File: src/hdl/tlps_pkg.sv
// ----------------------------------------------------------------------------
// Traffic light pedestrian sequencer package
// Phase encodings, register indexes and widths shared by the sequencer.
// ----------------------------------------------------------------------------
package tlps_pkg;

  localparam int unsigned SEC_W   = 7;
  localparam int unsigned DIGIT_W = 4;
  localparam int unsigned CODE_W  = 3;
  localparam int unsigned DRIVE_W = 2;
  localparam int unsigned INDEX_W = 3;

  localparam logic [SEC_W-1:0] ELAPSED_MAX = 7'd127;
  localparam logic [SEC_W-1:0] DISPLAY_MAX = 7'd99;
  localparam logic [SEC_W-1:0] DECIMAL_BASE = 7'd10;

  // Multiplying by 205 and dropping 11 bits divides by ten for values up to 99.
  localparam logic [14:0] DIV10_RECIP = 15'd205;
  localparam int unsigned DIV10_SHIFT = 11;

  typedef enum logic [5:0] {
    PH_RED       = 6'b000001,
    PH_YELLOW    = 6'b000010,
    PH_GREEN     = 6'b000100,
    PH_MOTOR_CW  = 6'b001000,
    PH_CROSS     = 6'b010000,
    PH_MOTOR_ACW = 6'b100000
  } phase_t;

  localparam logic [CODE_W-1:0] CODE_RED       = 3'd0;
  localparam logic [CODE_W-1:0] CODE_YELLOW    = 3'd1;
  localparam logic [CODE_W-1:0] CODE_GREEN     = 3'd2;
  localparam logic [CODE_W-1:0] CODE_MOTOR_CW  = 3'd3;
  localparam logic [CODE_W-1:0] CODE_CROSS     = 3'd4;
  localparam logic [CODE_W-1:0] CODE_MOTOR_ACW = 3'd5;

  localparam logic [DRIVE_W-1:0] DRIVE_STOP = 2'd0;
  localparam logic [DRIVE_W-1:0] DRIVE_CW   = 2'd1;
  localparam logic [DRIVE_W-1:0] DRIVE_ACW  = 2'd2;

  typedef enum logic [INDEX_W-1:0] {
    REG_RED    = 3'd0,
    REG_YELLOW = 3'd1,
    REG_GREEN  = 3'd2,
    REG_MOTOR  = 3'd3,
    REG_WAIT   = 3'd4
  } cfg_reg_t;

endpackage

File: src/hdl/traffic_light_pedestrian_sequencer.sv
// Latency: a result is valid in the cycle after its request is accepted.
// Throughput: one request per cycle; s_axis_tready stays high while the
// result register is empty or being read in the same cycle.
// Reset (rst, synchronous): red phase, elapsed count zero, delays restored to
// 10/3/10/5/10 seconds, and no result pending.
// ----------------------------------------------------------------------------
// Traffic light pedestrian sequencer
// Six-phase lamp and gate-motor sequencer driven by second ticks and
// pedestrian requests, reporting lamps, motor drive and remaining seconds.
// ----------------------------------------------------------------------------
module traffic_light_pedestrian_sequencer
  import tlps_pkg::*;
(
  input  logic                      clk,
  input  logic                      rst,
  input  logic                      s_axis_tvalid,
  output logic                      s_axis_tready,
  input  logic [7:0]                s_axis_tdata,  // second_tick, walk_request, zero fill
  output logic                      m_axis_tvalid,
  input  logic                      m_axis_tready,
  output logic [15:0]               m_axis_tdata,  // red_lamp, yellow_lamp, green_lamp,
                                                   // motor_drive, tens_digit, ones_digit, phase
  input  logic                      cfg_write,
  input  logic [INDEX_W-1:0]        cfg_index,
  input  logic [SEC_W-1:0]          cfg_data
);

  logic [SEC_W-1:0] red_seconds;
  logic [SEC_W-1:0] yellow_seconds;
  logic [SEC_W-1:0] green_seconds;
  logic [SEC_W-1:0] motor_seconds;
  logic [SEC_W-1:0] wait_seconds;

  phase_t           current_phase;
  phase_t           previous_phase;
  logic [SEC_W-1:0] elapsed_seconds;

  phase_t           current_phase_next;
  phase_t           previous_phase_next;
  logic [SEC_W-1:0] elapsed_seconds_next;
  logic [15:0]      result_next;

  phase_t           ph_start;
  phase_t           ph;
  phase_t           prev_mid;
  logic [SEC_W-1:0] el_mid;
  logic [SEC_W-1:0] delay;
  logic [SEC_W-1:0] remain;
  logic [14:0]      tens_prod;
  logic [DIGIT_W-1:0] tens;
  logic [SEC_W-1:0] ones_full;
  logic [CODE_W-1:0]  code;
  logic [DRIVE_W-1:0] drive;
  logic             lamp_red;
  logic             lamp_yellow;
  logic             lamp_green;
  logic             tick;
  logic             walk;
  logic             accept;
  logic             traffic_phase;

  assign tick          = s_axis_tdata[0];
  assign walk          = s_axis_tdata[1];
  assign s_axis_tready = !m_axis_tvalid || m_axis_tready;
  assign accept        = s_axis_tvalid && s_axis_tready;

  always_comb begin
    case (current_phase)
      PH_RED, PH_YELLOW, PH_GREEN, PH_MOTOR_CW, PH_CROSS, PH_MOTOR_ACW: begin
        ph_start = current_phase;
      end
      default: begin
        ph_start = PH_RED;
      end
    endcase

    traffic_phase = (ph_start == PH_RED) || (ph_start == PH_YELLOW) ||
                    (ph_start == PH_GREEN);

    el_mid = (tick && (elapsed_seconds < ELAPSED_MAX)) ? elapsed_seconds + 7'd1
                                                       : elapsed_seconds;
    ph       = ph_start;
    prev_mid = previous_phase;
    if (walk && traffic_phase) begin
      prev_mid = ph_start;
      ph       = PH_MOTOR_CW;
      el_mid   = '0;
    end

    case (ph)
      PH_YELLOW:    delay = yellow_seconds;
      PH_GREEN:     delay = green_seconds;
      PH_MOTOR_CW:  delay = motor_seconds;
      PH_CROSS:     delay = wait_seconds;
      PH_MOTOR_ACW: delay = motor_seconds;
      default:      delay = red_seconds;
    endcase

    remain = (delay > el_mid) ? delay - el_mid : '0;
    if (remain > DISPLAY_MAX) begin
      remain = DISPLAY_MAX;
    end
    tens_prod = {8'd0, remain} * DIV10_RECIP;
    tens      = tens_prod[DIV10_SHIFT +: DIGIT_W];
    ones_full = remain - {3'd0, tens} * DECIMAL_BASE;

    lamp_red    = 1'b1;
    lamp_yellow = 1'b0;
    lamp_green  = 1'b0;
    drive       = DRIVE_STOP;
    case (ph)
      PH_YELLOW: begin
        code        = CODE_YELLOW;
        lamp_red    = 1'b0;
        lamp_yellow = 1'b1;
      end
      PH_GREEN: begin
        code       = CODE_GREEN;
        lamp_red   = 1'b0;
        lamp_green = 1'b1;
      end
      PH_MOTOR_CW: begin
        code  = CODE_MOTOR_CW;
        drive = DRIVE_CW;
      end
      PH_CROSS: begin
        code = CODE_CROSS;
      end
      PH_MOTOR_ACW: begin
        code  = CODE_MOTOR_ACW;
        drive = DRIVE_ACW;
      end
      default: begin
        code = CODE_RED;
      end
    endcase

    result_next = {code, ones_full[DIGIT_W-1:0], tens, drive,
                   lamp_green, lamp_yellow, lamp_red};

    current_phase_next   = ph;
    previous_phase_next  = prev_mid;
    elapsed_seconds_next = el_mid;
    if (el_mid >= delay) begin
      elapsed_seconds_next = '0;
      previous_phase_next  = ph;
      case (ph)
        PH_RED:      current_phase_next = PH_YELLOW;
        PH_GREEN:    current_phase_next = PH_YELLOW;
        PH_YELLOW:   current_phase_next = (prev_mid == PH_RED) ? PH_GREEN : PH_RED;
        PH_MOTOR_CW: current_phase_next = PH_CROSS;
        PH_CROSS:    current_phase_next = PH_MOTOR_ACW;
        default:     current_phase_next = PH_RED;
      endcase
    end
  end

  always_ff @(posedge clk) begin
    if (rst) begin
      red_seconds     <= 7'd10;
      yellow_seconds  <= 7'd3;
      green_seconds   <= 7'd10;
      motor_seconds   <= 7'd5;
      wait_seconds    <= 7'd10;
      current_phase   <= PH_RED;
      previous_phase  <= PH_RED;
      elapsed_seconds <= '0;
      m_axis_tvalid   <= 1'b0;
    end else begin
      if (cfg_write) begin
        case (cfg_index)
          REG_RED:    red_seconds    <= cfg_data;
          REG_YELLOW: yellow_seconds <= cfg_data;
          REG_GREEN:  green_seconds  <= cfg_data;
          REG_MOTOR:  motor_seconds  <= cfg_data;
          REG_WAIT:   wait_seconds   <= cfg_data;
          default: begin
          end
        endcase
      end
      if (accept) begin
        current_phase   <= current_phase_next;
        previous_phase  <= previous_phase_next;
        elapsed_seconds <= elapsed_seconds_next;
        m_axis_tvalid   <= 1'b1;
      end else if (m_axis_tready) begin
        m_axis_tvalid   <= 1'b0;
      end
    end
  end

  always_ff @(posedge clk) begin
    if (accept) begin
      m_axis_tdata <= result_next;
    end
  end

  assert property (@(posedge clk) rst |=> !m_axis_tvalid)
    else $error("result pending straight after reset");

  assert property (@(posedge clk) disable iff (rst)
    m_axis_tvalid |-> $onehot(m_axis_tdata[2:0]))
    else $error("not exactly one lamp state in result");

  assert property (@(posedge clk) disable iff (rst)
    m_axis_tvalid |-> ((m_axis_tdata[4:3] != DRIVE_STOP) ==
                       ((m_axis_tdata[15:13] == CODE_MOTOR_CW) ||
                        (m_axis_tdata[15:13] == CODE_MOTOR_ACW))))
    else $error("motor drive does not match phase");

  assert property (@(posedge clk) disable iff (rst)
    (accept && walk && traffic_phase) |=> (m_axis_tdata[15:13] == CODE_MOTOR_CW))
    else $error("pedestrian request did not start the gate motor");

  assert property (@(posedge clk) disable iff (rst)
    m_axis_tvalid |-> ((m_axis_tdata[8:5] <= 4'd9) && (m_axis_tdata[12:9] <= 4'd9)))
    else $error("countdown digit out of decimal range");

endmodule
File: config.mk
export PLATFORM = sky130hd
export DESIGN_NAME = traffic_light_pedestrian_sequencer
export DESIGN_NICKNAME = d
export VERILOG_FILES = /design/src/hdl/tlps_pkg.sv /design/src/hdl/traffic_light_pedestrian_sequencer.sv
export SDC_FILE = /design/constraint.sdc
export NUM_CORES = 1
export LEC_CHECK = 0
export BUFFER_PORTS_ARGS = -buffer_cell sky130_fd_sc_hd__buf_2
export CAP_MARGIN = 10
export CORE_ASPECT_RATIO = 1.25
export CORE_MARGIN = 5
export CORE_UTILIZATION = 60
export DETAILED_ROUTE_END_ITERATION = 7
export HOLD_SLACK_MARGIN = 0.08
export PLACE_DENSITY = 0.8
export SKIP_LAST_GASP = 1
export SLEW_MARGIN = 15
export SYNTH_ARGS = -nofsm -noshare
export SYNTH_HDL_FRONTEND = slang
export SYNTH_SLANG_ARGS = --single-unit
File: constraint.sdc
create_clock -name clk -period 8.3 [get_ports clk]
set_input_delay 0 -clock clk [delete_from_list [all_inputs] [get_ports clk]]
set_output_delay 0 -clock clk [all_outputs]
set_load 0.02 [all_outputs]
==> results_dict.tcl <==
set metrics [dict create \
    outcome "completed" \
    final_antenna_net_count 0 \
    rows 35 \
    finalWorstPathRequiredPeriod_ns 7.94 \
    num_vias 4052 \
    max_freq_ghz 0.126 \
    stdcell_area_sq_um 5200 \
    worstPathArrival_ns 8.04 \
    cts_tree "yes" \
    synthArstFlopShare_pct 0 \
    min_path_type "input port to register" \
    die_area_sq_um 9530 \
    grt_overflow_total 0 \
    antennaDiodeCount 0 \
    drc 0 \
    core_area_sq_um 7440 \
    finalNetCount 653 \
    cts.reportedPaths.clkPinSlew_ns 0.08 \
    setup_slack_ns 0.358 \
    final_util_pct 69.9 \
    p_sw_mw 0.788 \
    root_buffer "clkbuf_8" \
    setup.worst_path.start_class "register" \
    slew_headroom_pct 34.1 \
    antenna_found_initial 0 \
    dr.first_iter.drc_count 292 \
    cap_viol_max_count 0 \
    insertion_delay_ns 0.34 \
    placed_cell_area_sq_um 4850 \
    pwr-share-clk_pct 15.9 \
    place_congestion 0.879 \
    slew_violations 0 \
    drt_pre_antenna_iters 5 \
    yosys_warnings 0 \
    grt_pass1_vias 3843 \
    start_util_pct 61.8 \
    final_common_cell "nand2_1" \
    clockBufferDepth 2 \
    power_density_nw_per_um2 353 \
    p_sw_share_pct 42.9 \
    synth_edf_count 16 \
    crit_type "register to register" \
    die_w_um 88.3 \
    max_stage_delay_ns 0.52 \
    power_mw 1.84 \
    ys_ff_latch 71 \
    numCtsBuffers 9 \
    worstMarginPinSlew_ns 0.985 \
    syn_inst 539 \
    synth_seq_area_share_pct 34.4 \
    critPathSlowestCell "or3_1" \
    io_buffers 34 \
    htreeDepth 3 \
    crit_required_ns 8.39 \
    finalWirelength_mm 10.8 \
    drive_gt1_share_pct 13.5 \
    setup_violations 0 \
    grt_start_max_net_pins 57 \
    seqPwrFrac_pct 23.7 \
    vdd_drop_max_mv 0.306 \
    cp-end-kind "register" \
    p_leak_nw 2.23 \
    synth_nets 613 \
    p_comb_share_pct 60.4 \
    fp.dieH_um 108 \
    wire_per_inst_um 15.9 \
    layout_common_cells "nand2_1, dfxtp_1, nor2_1, inv_1, ha_1" \
    ioPinCount 41 \
    crit_fanout 8 \
    viasPerCell 5.99 \
    hold_viol_final 0 \
    grt_pass1_wl_mm 17.9 \
    nFillCells 626 \
    ys.flop_type "dfxtp_1" \
    syn2layout_area_growth_pct 13.0 \
    netlist_area_sq_um 4600 \
    syn_avg_cell_area_sq_um 8.54 \
    post_cts_buffers 0 \
    clock-sinks 71 \
    dp_hpwl_mm 7.98 \
    grt_usage_pct 23.7 \
    preCtsSetupSlack_ns 0.100 \
    fin_crit_sh_pct 95.7 \
    p_int_mw 1.05 \
    synth.distinct_cells 56 \
    skew_ns 0.0138 \
]
[worst max-delay path, delay by kind of cell (launching register included)]
kind / cells / cell delay [ns]
AND/OR/NAND/NOR: 12 / 3.15
AO/OA/AOI/OAI: 4 / 0.60
XOR/XNOR: 3 / 0.45
flip-flops: 1 / 0.38
adder cells (fa/ha/maj): 8 / 2.84
buffers and inverters: 4 / 0.27
[what timing repair did]
| item | 4_1_cts | 5_1_grt |
|---|---|---|
| hold endpoints to repair | 38 | 0 |
| gates resized for setup | 0 | 12 |
| hold buffers | 10 | 0 |
| setup endpoints to repair | 0 | 2 |
[path summary, 6_finish.rpt]
path                    start               end  slack (ns)  cells after the start
max reg2reg  current_phase[0]  m_axis_tdata[12]        0.36                     31
max          current_phase[0]  m_axis_tdata[12]        0.36                     31
min              cfg_index[2]   wait_seconds[3]        0.20                      4
min reg2reg  motor_seconds[3]  motor_seconds[3]        0.46                      2
[per-layer routing]
metal	wire length, um	GRT usage (%)
met1	4450	27.7
met5	0	0
met3	522	4.75
met4	153	6.48
met2	5630	43.1
[Yosys cell counts, drive strengths merged, types with 2 or more instances]
cell type	instances	area, sq um
a21boi	2	15.0
nor4b	3	41.3
inv	42	158
o22ai	2	12.5
and3	6	37.5
a22oi	4	30.0
and2	3	18.8
xor2	9	78.8
nor2b	4	25.0
dfxtp	55	1100
o21ai	18	90.1
fa	10	200
o41ai	2	17.5
a211oi	3	22.5
xnor2	12	105
nor3b	6	45.0
a211o	8	70.1
ha	41	513
edfxtp	16	480
or3	6	37.5
nand2b	2	12.5
a31oi	8	50.1
nor2	54	203
nand3	11	55.1
a21oi	40	200
mux2i	10	100
a222oi	7	70.1
nor4	3	18.8
nand3b	13	97.6
clkbuf	20	75.1
nand2	71	267
a2111oi	2	30.0
o21a	4	30.0
or2	6	40.0
buf	4	26.3
nor3	15	75.1
and4	2	17.5
nand4	3	18.8
[logic make-up after synthesis]
family / after synthesis / synth area share, %
AOI/OAI and AO/OA: 108 / 15.6
xor gates and xnor gates: 21 / 4.00
adders and majority gates: 51 / 15.5
buffers and inverters: 66 / 5.63
DFF: 71 / 34.4
muxes: 11 / 2.42
and+or+nand+nor: 211 / 22.5
[metrics by stage]
stage | hold WS [ns] | TNS (ns) | cells
floorplan | 0.118 | 0 | 539
global placement | 0.247 | 0 | 650
detailed placement | 0.254 | 0 | 650
CTS | 0.192 | 0 | 676
global route | 0.223 | -0.00627 | 676
finish | 0.197 | 0 | 676
[registers in the layout (all words and copies together) (netlist names)]
signal / count
current_phase: 6
elapsed_seconds: 7
green_seconds: 7
m_axis_tdata: 16
m_axis_tvalid: 1
motor_seconds: 7
previous_phase: 6
red_seconds: 7
wait_seconds: 7
yellow_seconds: 7
[power by group through the flow]
stage | clock [mW] | combinational [mW] | sequential [mW]
4_1_cts | 0.295 | 1.09 | 0.435
2_1_floorplan | 0 | 0.812 | 0.467
3_5_place_dp | 0 | 1.08 | 0.443
5_1_grt | 0.316 | 1.26 | 0.439
3_3_place_gp | 0 | 1.03 | 0.441
6_report | 0.292 | 1.11 | 0.436
[cell type report]
cell class	count	area [sq um]	area share, %
Timing Repair Buffer	53	338	6.50
Clock inverter	2	38.8	0.746
Tap cell	92	115	2.21
Clock buffer	14	174	3.34
Multi-Input combinational cell	402	2790	53.7
Sequential cell	71	1580	30.5
Inverter	42	158	3.03
(Power assumes the default switching activity.)
